**src/rtl/core/sfm_pkg.sv**
```systemverilog
// ----------------------------------------------------------------------------
// sfm_pkg
// Shared widths, register indexes and the queue entry control word of the
// substring first match unit.
// ----------------------------------------------------------------------------
package sfm_pkg;

	localparam int BYTE_W      = 8;
	localparam int PAT_W       = 64;
	localparam int PAT_BYTES   = PAT_W / BYTE_W;
	localparam int PAT_IDX_W   = $clog2(PAT_BYTES);
	localparam int PLEN_W      = 4;
	localparam int START_W     = 16;
	localparam int CFG_IDX_W   = 1;

	localparam logic [CFG_IDX_W-1:0] CFG_PATTERN_BYTES  = 1'd0;
	localparam logic [CFG_IDX_W-1:0] CFG_PATTERN_LENGTH = 1'd1;

	typedef struct packed {
		logic take;
		logic last;
		logic too_long;
	} sfm_ctl_t;

	localparam int CTL_W = $bits(sfm_ctl_t);

endpackage

```
**src/rtl/core/sfm_front.sv**
```systemverilog
// ----------------------------------------------------------------------------
// sfm_front
// Accepts text transactions, counts text position with saturation, tracks
// overflow and drops items that carry neither a counted byte nor an end mark.
// ----------------------------------------------------------------------------
module sfm_front #(
	parameter int MAX_TEXT = 65536,
	parameter int POS_W    = 17
) (
	input  logic                        clk,
	input  logic                        arst_n,
	input  logic                        text_valid,
	output logic                        text_stall,
	input  logic [sfm_pkg::BYTE_W-1:0]  text_byte,
	input  logic                        has_byte,
	input  logic                        last,
	input  logic                        queue_full,
	output logic                        push,
	output sfm_pkg::sfm_ctl_t           push_ctl,
	output logic [sfm_pkg::BYTE_W-1:0]  push_byte,
	output logic [POS_W-1:0]            push_pos
);

	logic [POS_W-1:0] pos_q;
	logic             ovf_q;
	logic             accept;
	logic             at_limit;
	logic             take;
	logic             drop_byte;

	assign text_stall = queue_full;
	assign accept     = text_valid && !text_stall;
	assign at_limit   = (pos_q == POS_W'(MAX_TEXT));
	assign take       = has_byte && !at_limit;
	assign drop_byte  = has_byte && at_limit;

	assign push              = accept && (take || last);
	assign push_ctl.take     = take;
	assign push_ctl.last     = last;
	assign push_ctl.too_long = ovf_q || drop_byte;
	assign push_byte         = text_byte;
	assign push_pos          = pos_q + POS_W'(1);

	always_ff @(posedge clk or negedge arst_n) begin
		if (!arst_n) begin
			pos_q <= '0;
			ovf_q <= 1'b0;
		end else if (accept) begin
			if (last) begin
				pos_q <= '0;
				ovf_q <= 1'b0;
			end else begin
				if (take)
					pos_q <= push_pos;
				if (drop_byte)
					ovf_q <= 1'b1;
			end
		end
	end

endmodule

```
**src/rtl/core/sfm_queue.sv**
```systemverilog
// ----------------------------------------------------------------------------
// sfm_queue
// Short first-in first-out queue between the front and the search engine.
// ----------------------------------------------------------------------------
module sfm_queue #(
	parameter int WIDTH = 8,
	parameter int DEPTH = 2
) (
	input  logic             clk,
	input  logic             arst_n,
	input  logic             push,
	input  logic [WIDTH-1:0] push_data,
	output logic             full,
	input  logic             pop,
	output logic             not_empty,
	output logic [WIDTH-1:0] pop_data
);

	localparam int AW = (DEPTH > 1) ? $clog2(DEPTH) : 1;
	localparam int CW = $clog2(DEPTH + 1);

	logic [WIDTH-1:0] mem_q [DEPTH];
	logic [AW-1:0]    wr_q;
	logic [AW-1:0]    rd_q;
	logic [CW-1:0]    count_q;
	logic             do_push;
	logic             do_pop;

	assign full      = (count_q == CW'(DEPTH));
	assign not_empty = (count_q != '0);
	assign do_push   = push && !full;
	assign do_pop    = pop && not_empty;
	assign pop_data  = mem_q[rd_q];

	always_ff @(posedge clk) begin
		if (do_push)
			mem_q[wr_q] <= push_data;
	end

	always_ff @(posedge clk or negedge arst_n) begin
		if (!arst_n) begin
			wr_q    <= '0;
			rd_q    <= '0;
			count_q <= '0;
		end else begin
			if (do_push)
				wr_q <= (wr_q == AW'(DEPTH - 1)) ? '0 : wr_q + AW'(1);
			if (do_pop)
				rd_q <= (rd_q == AW'(DEPTH - 1)) ? '0 : rd_q + AW'(1);
			case ({do_push, do_pop})
				2'b10:   count_q <= count_q + CW'(1);
				2'b01:   count_q <= count_q - CW'(1);
				default: count_q <= count_q;
			endcase
		end
	end

endmodule

```
**src/rtl/core/sfm_back.sv**
```systemverilog
// ----------------------------------------------------------------------------
// sfm_back
// Search engine: shifts text bytes into the history window, compares the
// window with the pattern and holds the result in an output register.
// ----------------------------------------------------------------------------
module sfm_back #(
	parameter int MAX_PATTERN = 8,
	parameter int POS_W       = 17
) (
	input  logic                          clk,
	input  logic                          arst_n,
	input  logic [sfm_pkg::PAT_W-1:0]     pattern,
	input  logic [sfm_pkg::PLEN_W-1:0]    plen,
	input  logic                          entry_valid,
	input  sfm_pkg::sfm_ctl_t             entry_ctl,
	input  logic [sfm_pkg::BYTE_W-1:0]    entry_byte,
	input  logic [POS_W-1:0]              entry_pos,
	output logic                          entry_pop,
	output logic                          result_valid,
	input  logic                          result_stall,
	output logic                          found,
	output logic [sfm_pkg::START_W-1:0]   match_start,
	output logic                          too_long
);

	localparam int DW = (POS_W > sfm_pkg::START_W) ? POS_W : sfm_pkg::START_W;

	logic [sfm_pkg::BYTE_W-1:0]  hist_q [MAX_PATTERN];
	logic [sfm_pkg::BYTE_W-1:0]  win [MAX_PATTERN];
	logic                        seen_q;
	logic [sfm_pkg::START_W-1:0] first_q;
	logic                        res_valid_q;
	logic                        found_q;
	logic [sfm_pkg::START_W-1:0] start_q;
	logic                        too_long_q;

	logic                        hit;
	logic                        new_match;
	logic                        seen_next;
	logic [sfm_pkg::START_W-1:0] first_next;
	logic [DW-1:0]               diff;
	logic                        out_free;

	assign out_free  = !res_valid_q || !result_stall;
	assign entry_pop = entry_valid && (!entry_ctl.last || out_free);

	always_comb begin
		logic [sfm_pkg::PLEN_W-1:0] pi;
		pi     = '0;
		win[0] = entry_byte;
		for (int k = 1; k < MAX_PATTERN; k++)
			win[k] = hist_q[k-1];
		hit = 1'b1;
		for (int k = 0; k < MAX_PATTERN; k++) begin
			if (sfm_pkg::PLEN_W'(k) < plen) begin
				pi = plen - sfm_pkg::PLEN_W'(k) - sfm_pkg::PLEN_W'(1);
				if (win[k] != pattern[{pi[sfm_pkg::PAT_IDX_W-1:0], 3'b000} +: sfm_pkg::BYTE_W])
					hit = 1'b0;
			end
		end
	end

	assign diff       = DW'(entry_pos) - DW'(plen);
	assign new_match  = entry_ctl.take && !seen_q && (plen != '0)
		&& (entry_pos >= POS_W'(plen)) && hit;
	assign seen_next  = seen_q || new_match;
	assign first_next = new_match ? diff[sfm_pkg::START_W-1:0] : first_q;

	always_ff @(posedge clk or negedge arst_n) begin
		if (!arst_n) begin
			for (int k = 0; k < MAX_PATTERN; k++)
				hist_q[k] <= '0;
			seen_q      <= 1'b0;
			first_q     <= '0;
			res_valid_q <= 1'b0;
		end else begin
			if (res_valid_q && !result_stall)
				res_valid_q <= 1'b0;
			if (entry_pop) begin
				if (entry_ctl.last) begin
					for (int k = 0; k < MAX_PATTERN; k++)
						hist_q[k] <= '0;
					seen_q      <= 1'b0;
					first_q     <= '0;
					res_valid_q <= 1'b1;
				end else begin
					if (entry_ctl.take) begin
						for (int k = 0; k < MAX_PATTERN; k++)
							hist_q[k] <= win[k];
					end
					seen_q  <= seen_next;
					first_q <= first_next;
				end
			end
		end
	end

	always_ff @(posedge clk) begin
		if (entry_pop && entry_ctl.last) begin
			found_q    <= (plen == '0) || seen_next;
			start_q    <= first_next;
			too_long_q <= entry_ctl.too_long;
		end
	end

	assign result_valid = res_valid_q;
	assign found        = found_q;
	assign match_start  = start_q;
	assign too_long     = too_long_q;

endmodule

```
**src/rtl/core/substring_first_match_unit.sv**
```systemverilog
// ----------------------------------------------------------------------------
// substring_first_match_unit
// First-occurrence search of a configured pattern in a streamed text.
// ----------------------------------------------------------------------------
// One text byte is taken per cycle while text_stall is low. A front stage
// counts position and overflow, a two-entry queue decouples it from the search
// engine, and the engine compares the history window with the pattern
// combinationally. The last transaction of a text is written into a queue slot
// when it is accepted and its result then into the output register, later
// while earlier entries still wait in the queue or an earlier result is not
// yet taken; the result is held until taken.
// Pattern lengths above MAX_PATTERN act as MAX_PATTERN; bytes beyond
// MAX_TEXT are not searched and set too_long.
// ----------------------------------------------------------------------------
module substring_first_match_unit #(
	parameter int MAX_PATTERN = 8,
	parameter int MAX_TEXT    = 65536
) (
	input  logic                          clk,
	input  logic                          arst_n,
	input  logic                          cfg_valid,
	output logic                          cfg_ready,
	input  logic [sfm_pkg::CFG_IDX_W-1:0] cfg_index,
	input  logic [sfm_pkg::PAT_W-1:0]     cfg_data,
	input  logic                          text_valid,
	output logic                          text_stall,
	input  logic [sfm_pkg::BYTE_W-1:0]    text_byte,
	input  logic                          has_byte,
	input  logic                          last,
	output logic                          result_valid,
	input  logic                          result_stall,
	output logic                          found,
	output logic [sfm_pkg::START_W-1:0]   match_start,
	output logic                          too_long
);

	localparam int POS_W   = $clog2(MAX_TEXT + 1);
	localparam int ENTRY_W = sfm_pkg::CTL_W + sfm_pkg::BYTE_W + POS_W;
	localparam int Q_DEPTH = 2;

	logic [sfm_pkg::PAT_W-1:0]  pattern_q;
	logic [sfm_pkg::PLEN_W-1:0] plen_q;
	logic [sfm_pkg::PLEN_W-1:0] plen_eff;

	logic                       push;
	sfm_pkg::sfm_ctl_t          push_ctl;
	logic [sfm_pkg::BYTE_W-1:0] push_byte;
	logic [POS_W-1:0]           push_pos;
	logic                       queue_full;
	logic                       queue_pop;
	logic                       queue_valid;
	logic [ENTRY_W-1:0]         queue_data;
	sfm_pkg::sfm_ctl_t          entry_ctl;
	logic [sfm_pkg::BYTE_W-1:0] entry_byte;
	logic [POS_W-1:0]           entry_pos;

	assign cfg_ready = 1'b1;

	always_ff @(posedge clk or negedge arst_n) begin
		if (!arst_n) begin
			pattern_q <= '0;
			plen_q    <= '0;
		end else if (cfg_valid && cfg_ready) begin
			case (cfg_index)
				sfm_pkg::CFG_PATTERN_BYTES:  pattern_q <= cfg_data;
				sfm_pkg::CFG_PATTERN_LENGTH: plen_q    <= cfg_data[sfm_pkg::PLEN_W-1:0];
				default: ;
			endcase
		end
	end

	assign plen_eff = (plen_q > sfm_pkg::PLEN_W'(MAX_PATTERN))
		? sfm_pkg::PLEN_W'(MAX_PATTERN) : plen_q;

	sfm_front #(
		.MAX_TEXT (MAX_TEXT),
		.POS_W    (POS_W)
	) u_front (
		.clk        (clk),
		.arst_n     (arst_n),
		.text_valid (text_valid),
		.text_stall (text_stall),
		.text_byte  (text_byte),
		.has_byte   (has_byte),
		.last       (last),
		.queue_full (queue_full),
		.push       (push),
		.push_ctl   (push_ctl),
		.push_byte  (push_byte),
		.push_pos   (push_pos)
	);

	sfm_queue #(
		.WIDTH (ENTRY_W),
		.DEPTH (Q_DEPTH)
	) u_queue (
		.clk       (clk),
		.arst_n    (arst_n),
		.push      (push),
		.push_data ({push_ctl, push_byte, push_pos}),
		.full      (queue_full),
		.pop       (queue_pop),
		.not_empty (queue_valid),
		.pop_data  (queue_data)
	);

	assign {entry_ctl, entry_byte, entry_pos} = queue_data;

	sfm_back #(
		.MAX_PATTERN (MAX_PATTERN),
		.POS_W       (POS_W)
	) u_back (
		.clk          (clk),
		.arst_n       (arst_n),
		.pattern      (pattern_q),
		.plen         (plen_eff),
		.entry_valid  (queue_valid),
		.entry_ctl    (entry_ctl),
		.entry_byte   (entry_byte),
		.entry_pos    (entry_pos),
		.entry_pop    (queue_pop),
		.result_valid (result_valid),
		.result_stall (result_stall),
		.found        (found),
		.match_start  (match_start),
		.too_long     (too_long)
	);

endmodule
```
**config.mk**
```make
export PLATFORM = sky130hd
export DESIGN_NAME = substring_first_match_unit
export DESIGN_NICKNAME = d
export VERILOG_FILES = /design/src/rtl/core/sfm_pkg.sv /design/src/rtl/core/sfm_front.sv /design/src/rtl/core/sfm_queue.sv /design/src/rtl/core/sfm_back.sv /design/src/rtl/core/substring_first_match_unit.sv
export SDC_FILE = /design/constraint.sdc
export NUM_CORES = 1
export LEC_CHECK = 0
export ABC_CLOCK_PERIOD_IN_PS = 13200
export BUFFER_PORTS_ARGS = -buffer_cell sky130_fd_sc_hd__buf_2
export CAP_MARGIN = 5
export CORE_MARGIN = 1
export CORE_UTILIZATION = 50
export DETAILED_ROUTE_END_ITERATION = 6
export HOLD_SLACK_MARGIN = 0.1
export PLACE_DENSITY = 0.73
export SYNTH_ARGS = -nofsm -noshare
export SYNTH_HDL_FRONTEND = slang
export SYNTH_HIERARCHICAL = 1
export SYNTH_SLANG_ARGS = --single-unit
```
**constraint.sdc**
```tcl
create_clock -name clk -period 13.2 [get_ports clk]
set_clock_uncertainty 0.15 [all_clocks]
set_input_delay 2.64 -clock clk [delete_from_list [all_inputs] [get_ports clk]]
set_output_delay 2.64 -clock clk [all_outputs]
set_load 0.02 [all_outputs]
```
== Word-level counts from Yosys, hierarchy flattened ==
Memories as Yosys holds them, arrays and structs flattened.
Cells that the tools add are included.

* Output and inout bits: 21
* Logic and storage cells: 143
* Input bits: 80
* Bits in registers: 182
* Memory bits (writable): 56
* Memories: 1

{| class="wikitable"
|+ Memories
! name !! depth !! width !! rd ports !! clocked after Yosys merged registers in !! wr ports !! RTL line !! source
|-
| u_queue.mem_q || 2 || 28 || 1 || 0 || 1 || sfm_queue.sv:22 || <nowiki>logic [WIDTH-1:0] mem_q [DEPTH];</nowiki>
|}

* Multiplexer cells: 34
* $lt $le $gt $ge: 10
* Shift operators: 8
* Add/subtract/negate cells: 20
* Reductions and logical operators: 37
* Bitwise operators: 1
* Equality and inequality tests: 12

{| class="wikitable"
|+ Operators with widths
! cell !! number
|-
| 64-bit by 7-bit variable part select with 8-bit output || 8
|-
| 64-bit 2-to-1 mux || 2
|-
| 8-bit != test || 8
|-
| 17-bit 2-to-1 mux || 2
|-
| 16-bit 2-to-1 mux || 2
|-
| 1-bit 2-to-1 mux || 26
|-
| 3-bit by 1-bit subtractor with 3-bit output, second input constant || 8
|-
| 17-bit by 1-bit adder with 17-bit output, second input constant || 1
|-
| 17-bit equality test, second input constant || 1
|-
| 17-bit by 4-bit greater-or-equal comparator with 1-bit output || 1
|-
| 3-bit by 4-bit less-than comparator with 1-bit output, first input constant || 4
|-
| 16-bit by 4-bit subtractor with 16-bit output || 1
|-
| 1-bit logical AND || 13
|-
| 3-bit subtractor, second input constant || 4
|-
| 2-bit AND reduction || 5
|-
| 2-bit nonzero test || 5
|-
| 1-bit by 4-bit less-than comparator with 1-bit output, first input constant || 2
|-
| 2-bit by 4-bit less-than comparator with 1-bit output, first input constant || 2
|-
| 1-bit logical NOT || 6
|-
| 1-bit logical OR || 6
|-
| 3-bit by 2-bit subtractor with 3-bit output, second input constant || 2
|-
| 2-bit equality test, second input constant || 2
|-
| 4-bit greater-than comparator, second input constant || 1
|-
| 4-bit logical NOT || 1
|-
| 8 further kinds || 9
|}

== Longest topological paths before layout ==
Gate-level depths: netlist (run 1).

* Depth in word-level cells: 24
* Gate-level depth with buffers: 22

== Hierarchy ==
The synthesis (run 1) kept the hierarchy.

{| class="wikitable"
|+ Modules (own cells, without submodules)
! module !! times used !! area an instance (um^2) !! cells an instance !! sequential area each (um^2)
|-
| sfm_back || 1 || 8433.1 || 746 || 2392.3
|-
| substring_first_match_unit || 1 || 2884.0 || 151 || 1701.6
|-
| sfm_queue || 1 || 2260.9 || 105 || 1781.7
|-
| sfm_front || 1 || 1381.3 || 156 || 450.4
|}

== Least setup slack after synthesis (run 1) ==
No wires, ideal clock.

* Kind: reg-to-reg
* Start: register plen_q[3] in the netlist's numbering
* End: register u_back.start_q (netlist bit u_back/match_start[11]) (data pin)
* Path slack: 7.955 ns
* Cell stages (with the launch flop): 22
* Data required time: 12.790 ns
* Library setup time: 0.260 ns
* Period minus slack after synthesis: 5.245 ns
* Arrival time: 4.834 ns
* Cell sequence: dfrtp_1 -> nor2b_1 -> buf_4 -> buf_4 -> buf_4 -> inv_2 -> buf_2 -> ha_1 -> buf_2 -> buf_2 -> buf_1 -> mux2i_1 -> mux2i_1 -> xor2_1 -> o41ai_1 -> o2111ai_1 -> a2111oi_4 -> nand4b_4 -> or2_1 -> buf_6 -> buf_6 -> mux2_4

* Longest elaborated chain between the ends: 23

{| class="wikitable"
|+ Ends and longest elaborated chain
! element !! RTL line !! source
|-
| start, declared || substring_first_match_unit.sv:42 || <nowiki>logic [sfm_pkg::PLEN_W-1:0] plen_q;</nowiki>
|-
| start signal, assigned || substring_first_match_unit.sv:66 || <nowiki>sfm_pkg::CFG_PATTERN_LENGTH: plen_q <= cfg_data[sfm_pkg::PLEN_W-1:0];</nowiki>
|-
| 4-bit greater-than comparator (*) || substring_first_match_unit.sv:72 || <nowiki>assign plen_eff = (plen_q > sfm_pkg::PLEN_W'(MAX_PATTERN))</nowiki>
|-
| 4-bit 2-to-1 mux (*) || substring_first_match_unit.sv:73 || <nowiki>? sfm_pkg::PLEN_W'(MAX_PATTERN) : plen_q;</nowiki>
|-
| via plen_eff (one bit) || substring_first_match_unit.sv:43 || <nowiki>logic [sfm_pkg::PLEN_W-1:0] plen_eff;</nowiki>
|-
| parallel branches: the longest is 20 deep, another holds 3-bit by 1-bit subtractor with 3-bit output || - ||
|-
| 16-bit 2-to-1 mux (*) || sfm_back.sv:67 || <nowiki>assign first_next = new_match ? diff[sfm_pkg::START_W-1:0] : first_q;</nowiki>
|-
| via u_back.first_next (one bit) || sfm_back.sv:40 || <nowiki>logic [sfm_pkg::START_W-1:0] first_next;</nowiki>
|-
| end signal, assigned || sfm_back.sv:101 || <nowiki>start_q <= first_next;</nowiki>
|-
| end, declared || sfm_back.sv:34 || <nowiki>logic [sfm_pkg::START_W-1:0] start_q;</nowiki>
|}

Mark *: on every way through the listed nets, which the timed path passes.
A chain may end at the register's enable or synchronous reset.

== Final worst setup path (run 1) ==
Ends and elaborated chain as after synthesis.

==> flow_metrics.tcl, run 1 <==
set metrics [dict create \
    outcome "finished clean" \
    grt_util_all_layers_pct 24.4 \
    max_slew.worst_pin.slew_ps 1160 \
    grt_pass1_wl_mm 58.2 \
    finalWirelength_mm 37.0 \
    synth_edf_count 74 \
    chipWidth_um 175 \
    clockRootBuffer "clkbuf_16" \
    portBuffers 99 \
    layout_min_cycle_time_ps 6800 \
    worstPathRequired_ps 13340 \
    worstPathMaxFanout 70 \
    io_pins 101 \
    whs_ps 345 \
    clock.fmax_ghz 0.147 \
    worstSetupPathType "reg2reg" \
    synth_ff_type "dfrtp_1" \
    viasPerCell 6.26 \
    drv_cap 0 \
    final_common_cell "dfrtp_1" \
    cts.reportedPaths.clkPinSlew_ps 60 \
    wl_per_cell_um 22.9 \
    clock_latency_ps 550 \
    powerDensity_nw_per_um2 182 \
    rsz0062_at_grt "no" \
    end_kind "flip-flop" \
    route.detailed.drc 0 \
    async_reset_ff_share_pct 68.9 \
    dieHeight_um 175 \
    slew_violations 0 \
    layout_common_cells "dfrtp_1, mux2i_1, buf_2" \
    seq_area_frac_synth_pct 42.3 \
    num_rows 62 \
    place.gp.congestion 0.948 \
    dr.pass1.iters 5 \
    clock_path_buffers 3 \
    fp.dieArea_sq_um 30600 \
    cts-resized-gates 0 \
    synth.cell_area_sq_um 15000 \
    routed-via-count 10136 \
    ant_nets 0 \
    irDropWorstVdd_mv 0.0989 \
    ys_seq_elements 238 \
    synthesis.nets 1248 \
    hold_viol 0 \
    antenna_found_initial 0 \
    postSynthCellCount 1158 \
    crit_path_start_kind "flip-flop" \
    postCtsHoldBufs 0 \
    nets 1306 \
    cts_setup_buffers 0 \
    cts_buffers 25 \
    syn_to_final_growth_pct 9.18 \
    initial_utilization_pct 51.4 \
    cts_tree "done" \
    antenna_cells 0 \
    cts-htree-levels 1 \
    critPathArrivalTime_ps 6940 \
    nFillCells 2387 \
    yosysWarnings 6 \
    grt_pass1_vias 10048 \
    worstHoldPathType "reg2reg" \
    gr-total-overflow 0 \
    synthDistinctLibCells 73 \
    core_area_sq_um 29100 \
    slew_headroom_pct 22.7 \
    initialDrtViolationCount 939 \
    hpwl_mm 25.8 \
    drive_gt1_share_pct 29.4 \
    syn_avg_cell_area_sq_um 12.9 \
    period_share_pct 51.5 \
    cts_num_sinks 238 \
    grt_max_degree 90 \
    setup_viol 0 \
    tns_ps 0 \
    leakage_nw 6.80 \
    reg2reg_setup_slack_ps 6400 \
]
worst paths after layout:
kind                                          from                     end  cells after the start
max in group asynchronous                   arst_n           pattern_q[55]                      2
min in group asynchronous                   arst_n           pattern_q[21]                      1
worst min register to register  u_queue/count_q[1]      u_queue/count_q[1]                      1
worst min-delay path            u_queue/count_q[1]      u_queue/count_q[1]                      1
worst max register to register           plen_q[3]  u_back/match_start[11]                     14
worst max-delay path                     plen_q[3]  u_back/match_start[11]                     14
worst max-delay path: stages (launching register included):
cell and delay (ps):
dfrtp_1 550, nor2b_4 160, buf_4 450, inv_1 350
ha_4 540, buf_4 800, mux2i_1 320, mux2i_1 120
xor2_1 240, o41ai_1 560, o2111ai_1 290, a2111oi_4 440
nand4b_4 310, or2_1 730, mux2_4 470
cells by family after synthesis:
group                      count (synthesis)  share of synthesized area [%]
buffers and inverters                    106                           4.45
DFF                                      238                           42.3
and+or+nand+nor                          230                           8.61
xor gates and xnor gates                 113                           6.77
muxes                                    287                           28.1
other                                      1                         0.0251
adders and majority gates                 10                          0.887
AOI/OAI and AO/OA                        173                           8.85
stage by stage:
stage / total power, mW / cells / utilization [%] / area, sq um / worst slack, ps
after global placement: 2.26 / 1572 / 53.4 / 15500 / 6410
after global routing: 3.11 / 1618 / 56.1 / 16300 / 6130
final: 2.97 / 1618 / 56.1 / 16300 / 6400
after floorplan: 1.94 / 1158 / - / 15000 / 7960
after detailed placement: 2.28 / 1572 / 53.4 / 15500 / 6330
after CTS: 2.97 / 1617 / 56.1 / 16300 / 6300
Yosys cell counts (all sizes together), types with 4 or more instances:
master  count  area (sq um)
or2         5          31.3
o221ai      6          52.6
xnor2      64           576
o211ai     12          90.1
or3         4          25.0
o311ai      7          61.3
edfxtp     74          2220
a32oi       4          35.0
or4         4          41.3
nand4b      5          58.8
nor2b      23           151
nand4      22           138
a21oi      12          60.1
and3       10          62.6
mux4       72          1620
o21ai      30           150
nor3       12          60.1
clkbuf     21          78.8
a22o       59           517
and4        4          35.0
nor4       11          83.8
nand3b      7          52.6
a22oi       4          30.0
inv        22          82.6
nor3b       4          30.0
o31ai       8          60.1
nand2b      5          31.3
mux2i      99           991
nor2       23          86.3
xor2       49           437
nand3      18          90.1
nand2      66           248
mux2      116          1600
dfrtp     164          4100
buf        63           504
ha          9           113
area by class of cell:
cell class                      count  area [sq um]  area share, %
Timing Repair Buffer              115           622           3.81
Sequential cell                   238          6330           38.7
Tap cell                          384           480           2.94
Inverter                           22          82.6          0.506
Clock buffer                       32           692           4.24
Multi-Input combinational cell    814          8020           49.1
Clock inverter                     13           105          0.644
state kept, by name, summed over array words and instances, names as in the netlist:
register             cells
u_back/first_q          16
u_back/hist_q           56
pattern_q               64
u_back/seen_q            1
u_back/found             1
u_queue/wr_q             1
u_queue/count_q          2
u_back/too_long          1
u_front/ovf_q            1
u_queue/mem_q           56
u_queue/rd_q             1
u_back/match_start      16
u_back/result_valid      1
plen_q                   4
u_front/pos_q           17
report_power, final:
part,total (mW),internal (mW),leakage [nW],switching (mW)
Sequential,1.05,0.907,2.82,0.141
Clock,0.685,0.390,0.392,0.295
Combinational,1.23,0.538,3.58,0.697
metal layers:
metal | global-route usage [%] | share of wire, % | vias up
met5 | 0 | 0 | -
met1 | 34.9 | 44 | 5127
met4 | 6.45 | 2.0 | 0
met3 | 4.48 | 7.9 | 54
li1 | - | - | 4523
met2 | 38.1 | 46 | 432
No activity file was read; power rests on OpenSTA's default activity.
==> inputs of run 2 (changes only) <==
--- a/config.mk
+++ b/config.mk
@@ -5,7 +5,7 @@
 export SDC_FILE = /design/constraint.sdc
 export NUM_CORES = 1
 export LEC_CHECK = 0
-export ABC_CLOCK_PERIOD_IN_PS = 13200
+export ABC_CLOCK_PERIOD_IN_PS = 6800
 export BUFFER_PORTS_ARGS = -buffer_cell sky130_fd_sc_hd__buf_2
 export CAP_MARGIN = 5
 export CORE_MARGIN = 1
==> constraint.sdc (replaced) <==
create_clock -name clk -period 6.8 [get_ports clk]
set_clock_uncertainty 0.15 [all_clocks]
set_input_delay 1.36 -clock clk [delete_from_list [all_inputs] [get_ports clk]]
set_output_delay 1.36 -clock clk [all_outputs]
set_load 0.02 [all_outputs]
==> run 2 against run 1 <==
Register-to-register slack lost 5200 ps. Setup slack got worse by 5200 ps. Count of clock-buffer cells in the layout rose by 6. Combinational power up 95%. Global-route usage grew 0.20 points. Flip-flop and latch count did not move. Critical endpoint is now u_back/match_start[13]. Largest cell class unchanged.
==> flow_metrics.tcl, run 2 (synthesis gave the netlist of run 1 again) <==
set metrics [dict create \
    outcome "finished clean" \
    worst-r2r-cell-count 12 \
    initialDrtViolationCount 1087 \
    setup_viol 0 \
    routed-via-count 10165 \
    largest_reg_flops 64 \
    dieHeight_um 175 \
    dr.pass1.iters 5 \
    antenna_found_initial 0 \
    regMostFlops "pattern_q" \
    drive_gt1_share_pct 29.3 \
    place.gp.congestion 0.974 \
    max_slew.worst_pin.slew_ps 1140 \
    clockRootBuffer "clkbuf_16" \
    cts_tree "done" \
    drv_cap 0 \
    hold_depth 2 \
    rsz0062_at_grt "no" \
    syn_to_final_growth_pct 9.49 \
    route.detailed.drc 0 \
    gr-total-overflow 0 \
    critPathArrivalTime_ps 5780 \
    cts.reportedPaths.clkPinSlew_ps 60 \
    leakage_nw 6.81 \
    critPathLaunch "plen_q[3]" \
    reg2reg_setup_slack_ps 1150 \
    hold_viol 0 \
    cts_setup_buffers 0 \
    initial_utilization_pct 51.4 \
    period_share_pct 83.1 \
    ant_nets 0 \
    worstPathMaxFanout 54 \
    core_area_sq_um 29100 \
    powerDensity_nw_per_um2 356 \
    irDropWorstVdd_mv 0.266 \
    antenna_cells 0 \
    slew_headroom_pct 24.3 \
    hpwl_mm 26.0 \
    worstHoldPathType "reg2reg" \
    postCtsHoldBufs 0 \
    slew_violations 0 \
    cts_num_sinks 238 \
    clock.fmax_ghz 0.177 \
    layout_min_cycle_time_ps 5650 \
    tns_ps 0 \
    min-delay-start "u_back/first_q[5]" \
    portBuffers 99 \
    worstSetupPathType "reg2reg" \
    layout_common_cells "dfrtp_1, mux2i_1, buf_2" \
    viasPerCell 6.29 \
    clock_latency_ps 550 \
    cts_buffers 25 \
    fp.dieArea_sq_um 30600 \
    grt_max_degree 100 \
    utilization_pct 56.3 \
    wl_per_cell_um 23.0 \
    num_rows 62 \
    cts-htree-levels 1 \
    grt_pass1_wl_mm 58.5 \
    nets 1306 \
    crit_path_start_kind "flip-flop" \
    r2r_start "plen_q[3]" \
    clock_path_buffers 3 \
    grt_util_all_layers_pct 24.6 \
    final_common_cell "dfrtp_1" \
    cts-resized-gates 0 \
    rr_endpoint "u_back/match_start[13]" \
    grt_pass1_vias 9853 \
    worstPathRequired_ps 6930 \
    finalWirelength_mm 37.2 \
    end_kind "flip-flop" \
    largest_registers "pattern_q: 64 flops, u_back/hist_q: 56 flops, u_queue/mem_q: 56 flops" \
    hold_path_end "u_back/first_q[5]" \
    io_pins 101 \
    chipWidth_um 175 \
]
run 2: per-layer routing:
metal	vias up	GRT usage (%)	share of wire, %	wire length (um)
li1	4524	-	-	-
met1	5108	35.8	43	16100
met2	467	38.5	47	17400
met3	66	3.24	7.6	2830
met4	0	6.96	2.6	955
met5	-	0	0	0
run 2: layout make-up:
class / instances / area, sq um
Clock inverter: 6 / 101
Fill cell: 2391 / 12700
Tap cell: 384 / 480
Sequential cell: 238 / 6330
Multi-Input combinational cell: 814 / 8020
Clock buffer: 38 / 714
Inverter: 22 / 82.6
Timing Repair Buffer: 115 / 651
run 2: metrics by stage:
step | cells | instance area, sq um | hold WS [ps] | power (mW) | worst slack [ps]
floorplan | 1158 | 15000 | 306 | 3.77 | 1560
global placement | 1572 | 15600 | 325 | 4.39 | 1330
detailed placement | 1573 | 15600 | 331 | 4.43 | 1250
CTS | 1617 | 16400 | 345 | 5.82 | 1240
global route | 1617 | 16400 | 372 | 6.08 | 923
finish | 1617 | 16400 | 344 | 5.82 | 1150
run 2: power breakdown:
part           switching (mW)  total [mW]  internal [mW]  leakage [nW]
clock                   0.562        1.36          0.802         0.394
combinational            1.35        2.40           1.05          3.59
sequential              0.295        2.05           1.76          2.82
run 2: worst max path at each step:
stage,to,slack [ps],depth (start not counted)
finish,u_back/match_start[13],1150,12
global route,u_back/match_start[13],920,14
CTS,u_back/match_start[9],1240,12
detailed placement,u_back/match_start[13],1250,12
global placement,u_back/match_start[11],1330,12
floorplan,u_back/match_start[11],1560,21
run 2: worst max-delay path, cell delays in order (launching register included):
cell and delay, ps:
dfrtp_1 620, nor2b_4 100, inv_2 420, ha_4 730, mux4_2 600, xor2_1 160, o31ai_1 510, o2111ai_1 190
o31ai_1 480, nand4b_4 330, or2_1 440, buf_4 270, mux2_4 320
